### config.mk
export PLATFORM = sky130hd
export DESIGN_NAME = key_debounce_long_press
export DESIGN_NICKNAME = d
export VERILOG_FILES = /design/src/rtl/core/kdlp_pkg.sv /design/src/rtl/core/kdlp_fsm.sv /design/src/rtl/core/key_debounce_long_press.sv
export SDC_FILE = /design/constraint.sdc
export NUM_CORES = 1
export LEC_CHECK = 0
export ABC_AREA = 1
export BUFFER_PORTS_ARGS = -buffer_cell sky130_fd_sc_hd__clkbuf_2
export CAP_MARGIN = 20
export CORE_UTILIZATION = 30
export CTS_CLUSTER_SIZE = 10
export DETAILED_ROUTE_END_ITERATION = 7
export GPL_ROUTABILITY_DRIVEN = 0
export PLACE_DENSITY = 0.46
export SLEW_MARGIN = 20
export SYNTH_ARGS = -nofsm -noshare
export SYNTH_HDL_FRONTEND = slang
export SYNTH_SLANG_ARGS = --single-unit
### constraint.sdc
create_clock -name clk -period 4.23 [get_ports clk]
set_clock_uncertainty 0.15 [all_clocks]
set_input_delay 0 -clock clk [delete_from_list [all_inputs] [get_ports clk]]
set_output_delay 0 -clock clk [all_outputs]
set_load 0.01 [all_outputs]
### src/rtl/core/kdlp_pkg.sv
// Shared types and constants for the key debouncer with long-press detection.
// No dependencies; imported by kdlp_fsm and key_debounce_long_press.
package kdlp_pkg;

  localparam int unsigned KEY_W    = 4;
  localparam int unsigned PERIOD_W = 8;

  localparam logic [PERIOD_W-1:0] LONG_PERIOD_RESET = PERIOD_W'(125);

  typedef enum logic [2:0] {
    PH_IDLE    = 3'd0,
    PH_SETTLE  = 3'd1,
    PH_CONFIRM = 3'd2,
    PH_HOLD    = 3'd3,
    PH_RELEASE = 3'd4
  } kdlp_phase_t;

  // Latched key event as seen by the reader.
  typedef struct packed {
    logic [KEY_W-1:0] keys;
    logic             is_long;
  } kdlp_event_t;

endpackage

### src/rtl/core/kdlp_fsm.sv
// Debounce phase machine, hold counter and event latch; one tick per step_en.
// Depends on kdlp_pkg.
module kdlp_fsm import kdlp_pkg::*; (
  input  logic                clk,
  input  logic                rst_n,
  input  logic                step_en,
  input  logic [KEY_W-1:0]    keys_n,
  input  logic                read_event,
  input  logic [PERIOD_W-1:0] long_period,
  output kdlp_event_t         cur_event
);

  kdlp_phase_t         phase_r, phase_nxt;
  logic [KEY_W-1:0]    first_keys_r, first_keys_nxt;
  logic [PERIOD_W-1:0] hold_count_r, hold_count_nxt;
  logic [KEY_W-1:0]    latched_keys_r, latched_keys_nxt;
  logic                latched_long_r, latched_long_nxt;

  logic [KEY_W-1:0]    pressed;
  logic                same;
  logic [PERIOD_W-1:0] count_inc;

  assign pressed   = ~keys_n;
  assign same      = (pressed != '0) && (pressed == first_keys_r);
  assign count_inc = hold_count_r + PERIOD_W'(1);

  // Report the latch as it stood before this tick.
  assign cur_event.keys    = latched_keys_r;
  assign cur_event.is_long = latched_long_r;

  always_comb begin
    phase_nxt        = phase_r;
    first_keys_nxt   = first_keys_r;
    hold_count_nxt   = hold_count_r;
    latched_keys_nxt = read_event ? '0 : latched_keys_r;
    latched_long_nxt = read_event ? 1'b0 : latched_long_r;
    unique case (phase_r)
      PH_SETTLE: begin
        phase_nxt = PH_CONFIRM;
      end
      PH_CONFIRM: begin
        if (same) begin
          latched_keys_nxt = pressed;
          latched_long_nxt = 1'b0;
          phase_nxt        = PH_HOLD;
        end else begin
          phase_nxt = PH_IDLE;
        end
      end
      PH_HOLD: begin
        if (same) begin
          if (count_inc > long_period) begin
            hold_count_nxt   = '0;
            latched_keys_nxt = pressed;
            latched_long_nxt = 1'b1;
          end else begin
            hold_count_nxt = count_inc;
          end
        end else begin
          hold_count_nxt = '0;
          phase_nxt      = PH_RELEASE;
        end
      end
      PH_RELEASE: begin
        phase_nxt = PH_IDLE;
      end
      default: begin
        if (pressed != '0) begin
          first_keys_nxt = pressed;
          phase_nxt      = PH_SETTLE;
        end else begin
          phase_nxt = PH_IDLE;
        end
      end
    endcase
  end

  always_ff @(posedge clk) begin
    if (!rst_n) begin
      phase_r        <= PH_IDLE;
      first_keys_r   <= '0;
      hold_count_r   <= '0;
      latched_keys_r <= '0;
      latched_long_r <= 1'b0;
    end else if (step_en) begin
      phase_r        <= phase_nxt;
      first_keys_r   <= first_keys_nxt;
      hold_count_r   <= hold_count_nxt;
      latched_keys_r <= latched_keys_nxt;
      latched_long_r <= latched_long_nxt;
    end
  end

endmodule

### src/rtl/core/key_debounce_long_press.sv
// Key debouncer with long-press detection: top level.
// Depends on kdlp_pkg and kdlp_fsm.
//
// Usage:
//   Each transfer on the in_ channel is one scan tick: four active-low key
//   levels (in_keys_n) and a read strobe (in_read_event). Every tick yields
//   exactly one transfer on the out_ channel carrying the pending event as it
//   stood before that tick (out_event_keys, 0 = none; out_event_long).
//   A read strobe clears the event after reporting it; an event raised in the
//   same tick still survives.
//   cfg_we/cfg_wdata write long_period; write it only with no ticks in flight.
// Timing:
//   A tick passes an input register, then the phase update and a result
//   register. Throughput is one tick per cycle while out_stall does not hold a
//   waiting result, set by the single phase/counter update per cycle.
// Stall:
//   While out_stall holds a waiting result, hold the tick in the input
//   register and raise in_stall once that register is full; no tick is lost.
// Reset: rst_n (synchronous, active low) returns the machine to idle, clears
//   the event latch and counter, and loads long_period with 125.
module key_debounce_long_press import kdlp_pkg::*; (
  input  logic                clk,
  input  logic                rst_n,
  // configuration
  input  logic                cfg_we,
  input  logic [PERIOD_W-1:0] cfg_wdata,
  // scan ticks
  input  logic                in_valid,
  output logic                in_stall,
  input  logic [KEY_W-1:0]    in_keys_n,
  input  logic                in_read_event,
  // events
  output logic                out_valid,
  input  logic                out_stall,
  output logic [KEY_W-1:0]    out_event_keys,
  output logic                out_event_long
);

  logic [PERIOD_W-1:0] long_period_r;

  // input register
  logic             tick_valid_r;
  logic [KEY_W-1:0] tick_keys_r;
  logic             tick_read_r;

  // result register
  logic             out_valid_r;
  kdlp_event_t      out_event_r;

  logic             step_en;
  logic             out_free;
  kdlp_event_t      cur_event;

  // Advance a tick when the result register is empty or draining.
  assign out_free = !out_valid_r || !out_stall;
  assign step_en  = tick_valid_r && out_free;
  // Hold the input side only while the input register is full and blocked.
  assign in_stall = tick_valid_r && !out_free;

  always_ff @(posedge clk) begin
    if (!rst_n) begin
      long_period_r <= LONG_PERIOD_RESET;
    end else if (cfg_we) begin
      long_period_r <= cfg_wdata;
    end
  end

  always_ff @(posedge clk) begin
    if (!rst_n) begin
      tick_valid_r <= 1'b0;
    end else if (!in_stall) begin
      tick_valid_r <= in_valid;
    end
  end

  always_ff @(posedge clk) begin
    if (!in_stall && in_valid) begin
      tick_keys_r <= in_keys_n;
      tick_read_r <= in_read_event;
    end
  end

  kdlp_fsm u_fsm (
    .clk         (clk),
    .rst_n       (rst_n),
    .step_en     (step_en),
    .keys_n      (tick_keys_r),
    .read_event  (tick_read_r),
    .long_period (long_period_r),
    .cur_event   (cur_event)
  );

  always_ff @(posedge clk) begin
    if (!rst_n) begin
      out_valid_r <= 1'b0;
    end else if (out_free) begin
      out_valid_r <= step_en;
    end
  end

  always_ff @(posedge clk) begin
    if (step_en) begin
      out_event_r <= cur_event;
    end
  end

  assign out_valid      = out_valid_r;
  assign out_event_keys = out_event_r.keys;
  assign out_event_long = out_event_r.is_long;

`ifndef SYNTH
  // A long event always names the keys that were held.
  a_long_has_keys: assert property (@(posedge clk) disable iff (!rst_n)
    out_valid |-> !(out_event_long && (out_event_keys == '0)))
    else $error("long event reported with empty key set");

  // The input side is held only while a tick waits in the input register.
  a_stall_needs_tick: assert property (@(posedge clk) disable iff (!rst_n)
    in_stall |-> (tick_valid_r && out_valid_r))
    else $error("input stalled without a waiting tick");

  // A stalled tick in the input register must still be there next cycle.
  a_tick_kept: assert property (@(posedge clk) disable iff (!rst_n)
    in_stall |=> tick_valid_r)
    else $error("stalled tick dropped from input register");
`endif

endmodule

## Word-level counts from Yosys, hierarchy flattened

Cells that the tools add are included.

- Register bits after elaboration: 40
- Input bits: 18
- Output and inout port bits: 7
- Logic and storage cells: 52

- Add/subtract/negate cells: 1
- $lt $le $gt $ge: 1
- Equal/unequal tests: 6
- Multiplexer cells: 16
- Bitwise operators: 2
- Reductions and logical operators: 14

Operators by type and width:

| kind | number |
|---|---|
| 4-bit 2-to-1 mux | 4 |
| 8-bit 2-to-1 mux | 2 |
| 3-bit one-hot mux with 4 select lines | 1 |
| 8-bit by 1-bit adder with 8-bit output (second input constant) | 1 |
| 8-bit > comparator | 1 |
| 4-bit one-hot mux with 2 select lines | 1 |
| 3-bit by 2-bit equality test with 1-bit output (second input constant) | 2 |
| 1-bit 2-to-1 mux | 5 |
| 4-bit equality test | 1 |
| 1-bit logical AND | 4 |
| 1-bit logical NOT | 4 |
| 4-bit NOT | 1 |
| 2-bit AND reduction | 2 |
| 4-bit nonzero test | 1 |
| 4-bit OR reduction | 1 |
| 3-bit by 1-bit equality test with 1-bit output (second input constant) | 1 |
| 3-bit equality test (second input constant) | 1 |
| 3-bit 2-to-1 mux | 1 |
| 3-bit AND reduction | 1 |
| 2-bit 2-to-1 mux | 1 |
| 2-bit inequality test (second input constant) | 1 |
| 1-bit one-hot mux with 2 select lines | 1 |
| 1-bit logical OR | 1 |
| 1-bit NOT | 1 |

## Logic depth before layout (Yosys ltp)

- Word-level depth: 6
- Mapped depth: 15
- Mapped depth without buffers: 15

## Cells and area by module

From an unflattened synthesis, not the netlist that was laid out.

- Cell total of the unflattened synthesis: 253
- Area total of the unflattened synthesis: 1,966.9 um2

By module, submodules not included:

| module | times used | cells each | area an instance (um2) | seq. area each (um2) |
|---|---|---|---|---|
| kdlp_fsm | 1 | 195 | 1,300.0 | 400.4 |
| key_debounce_long_press | 1 | 58 | 666.9 | 500.5 |

## Worst setup path after synthesis

Ideal clock, no wire load.

- Path type: register -> register
- From: register u_fsm.hold_count_r[2]
- To: register u_fsm.hold_count_r[1]
- Library setup time: 70 ps
- Arrival: 1,977 ps
- Required time: 4,010 ps
- Setup slack: 2,033 ps
- Cell stages (with the launch flop): 12
- Buffers on the path: 0
- Period minus slack after synthesis: 2,197 ps
- Cell sequence: dfxtp_1 > nand2_1 > nor3_1 > nand3_1 > xnor2_1 > ha_1 > nand2_1 > nor2_1 > nand4_1 > nand2_1 > nand3_1 > a21oi_1

- Cells in the longest elaborated chain, start to end: 4

Ends and longest elaborated chain:

| item | line | RTL |
|---|---|---|
| start, declared | kdlp_fsm.sv:15 | `logic [PERIOD_W-1:0] hold_count_r, hold_count_nxt;` |
| start signal, assigned | kdlp_fsm.sv:88 | `hold_count_r <= hold_count_nxt;` |
| 8-bit by 1-bit adder with 8-bit output | kdlp_fsm.sv:25 | `assign count_inc = hold_count_r + PERIOD_W'(1);` |
| 8-bit > comparator | kdlp_fsm.sv:52 | `if (count_inc > long_period) begin` |
| 8-bit 2-to-1 mux | kdlp_fsm.sv:52 |  |
| 8-bit 2-to-1 mux | kdlp_fsm.sv:51 | `if (same) begin` |

No other way between the ends.
A chain may end at the register's enable or synchronous reset.

==> reports/qor.yml <==
cts.sink_count: 40
clockRootBuffer: "clkbuf_8"
io_buffers: 24
wl_met2_mm: 1.78
synth.distinct_cells: 30
fin_ws_ns: 1.44
hold_class: "input port to flip-flop"
outcome: "finished, violations left"
post_cts_buffers: 0
synth_area_sq_mm: 0.00203
num_antenna_cells: 0
rows: 29
whs_ns: -0.00206
numCtsBuffers: 5
slew_headroom_pct: 62.0
ys.flop_type: "dfxtp_1"
grt_pass1_wl_mm: 7.83
required_ns: 4.27
die_area_sq_mm: 0.00710
clk_latency_ns: 0.29
synth_seq_cells: 40
pre_cts_slack_ns: 1.64
clock.fmax_mhz: 359
met1_length_mm: 2.46
synth_nets: 288
slew_violations: 0
multi_input_area_sq_um: 966
drt-initial-drc-count: 90
coreArea_sq_mm: 0.00642
grt_pass1_vias: 1690
nets: 344
timing_worst_setup_path_type: "input port to flip-flop"
top_layer: "met4"
cts_tree: "yes"
layout-drive-gt1-share_pct: 12.6
dr_wl_met3_um: 161
drc_errors: 4
rsz0062_at_grt: "false"
ir_drop_mv: 0.135
cts_resized: 0
ioPinCount: 25
crit_path_start_kind: "input port"
grt_start_max_net_pins: 18
die_h_um: 84.3
ant_nets: 0
async_reset_ff_share_pct: 0
cts_buffer_depth: 2
finalCritPeriodShare_pct: 65.8
die_x_um: 84.3
avgSynthCellArea_sq_um: 7.78
synthCells: 261
track_usage_pct: 13.8
fin_crit_ns: 2.79
cts.clk_slew.worst_paths_ns: 0.08
p_leak_uw: 0.00117
regArea_sq_um: 901
start_util_pct: 31.6
drt-wirelength-per-cell_um: 11.3
ys_seq_area_share_pct: 44.4
power_density_mw_per_mm2: 295
htree_num_levels: 2
area_growth_pct: 28.2
arrival_ns: 2.82
antenna_found_initial: 0
critPathCaptureType: "flip-flop"
routed_wl_mm: 4.47
dr.pass1.iters: 6
tightestPinTransition_ns: 0.566
setup_viol: 0
place_hpwl_mm: 3.04
num_vias: 1776
fillCellCount: 667
dp_cells: 357
fin_cells: 395
yosys_warnings: 0
drv_cap: 0
finalHoldViolations: 1
via_per_inst: 4.50
synth_edf_count: 10
violations: "DRC, hold timing"
total_power_uw: 767
path_max_fanout: 17
globalRouteOverflowTotal: 0
tns_ns: 0
[placed cells by master (no fill, tap or decap), types with 2 or more instances in the layout]
cell type / Yosys / layout
nand2_1: 55 / 55
inv_1: 34 / 34
a21oi_1: 30 / 30
dlygate4sd3_1: 0 / 30
dfxtp_1: 30 / 30
clkbuf_2: 0 / 24
nor2_1: 20 / 20
nand3_1: 19 / 19
o21ai_0: 16 / 16
edfxtp_1: 10 / 10
nand4_1: 9 / 9
ha_1: 9 / 9
xor2_1: 5 / 5
clkbuf_8: 0 / 5
xnor2_1: 2 / 2
clkinv_1: 1 / 2
nor2_4: 2 / 2
nand3b_1: 2 / 2
clkinv_2: 0 / 2
[what timing repair did]
| item | in CTS | in global routing |
|---|---|---|
| endpoints found under the setup margin | 0 | 0 |
| hold endpoints to repair | 25 | 0 |
| hold buffers | 30 | 0 |
[metal layers]
metal / GRT usage [%] / up-vias
li1: - / 972
met1: 19.8 / 770
met2: 20.3 / 28
met3: 3.05 / 6
met4: 4.86 / 0
met5: 0 / -
[worst max-delay path: stages]
cell and delay, ns:
dlygate4sd3_1 0.52, clkbuf_2 0.27, clkinv_1 0.54, a21oi_1 0.29, dlygate4sd3_1 0.57, o21ai_0 0.07, dlygate4sd3_1 0.56
[state kept, by name (all words and copies together), names as in the netlist, 3 cells and up]
register,flops
long_period_r,8
u_fsm.hold_count_r,8
out_event_keys,4
tick_keys_r,4
u_fsm.first_keys_r,4
u_fsm.latched_keys_r,4
u_fsm.phase_r,3
[stage by stage]
step	area [sq um]	util [%]
after floorplan	2030	-
after global placement	2220	34.5
after detailed placement	2220	34.5
after CTS	2600	40.5
after global routing	2600	40.5
final	2600	40.5
[final cells by class]
class                      count  area share [%]
tap                           77            3.70
clock inverter                 3           0.529
inverter                      36            5.19
clock buffer                   5            2.65
timing repair buffer          54            16.2
sequential                    40            34.6
multi-input combinational    180            37.1
[cells in the mapped netlist (2+ instances only)]
library cell  instances  area, sq um
nor2_1               20         75.1
o21ai_0              16         80.1
nor2_4                2         22.5
nand4_1               9         56.3
nand3b_1              2         15.0
dfxtp_1              30          601
nand2_1              55          206
ha_1                  9          113
xnor2_1               2         17.5
edfxtp_1             10          300
xor2_1                5         43.8
nand3_1              19         95.1
inv_1                34          128
a21oi_1              30          150
clkbuf_1              3         11.3
[report_power, final]
part,internal [uW],switching (uW),total [uW]
Combinational,45.5,49.3,94.8
Sequential,411,10.3,421
Clock,112,139,251
Total,569,198,767
[cell families after synthesis]
kind of cell | Yosys count | synth area share, %
and+or+nand+nor | 112 | 25.5
AOI/OAI and AO/OA | 52 | 13.5
buffers and inverters | 41 | 8.01
DFF | 40 | 44.4
adders and majority gates | 9 | 5.55
xor gates and xnor gates | 7 | 3.02
[path summary, 6_finish.rpt]
kind,startpoint,endpoint,slack [ns],cells after the start
max,rst_n,long_period_r[6]$_SDFFE_PN1P_,1.44,7
min,cfg_we,long_period_r[1]$_SDFFE_PN0P_,-0.002,3
max reg2reg,u_fsm.hold_count_r[2]$_SDFFE_PN0P_,u_fsm.hold_count_r[2]$_SDFFE_PN0P_,1.62,11
min reg2reg,u_fsm.latched_keys_r[1]$_SDFFE_PN0P_,out_event_keys[1]$_DFFE_PP_,0.31,0
Note: power is estimated with default switching activity, not from simulation.
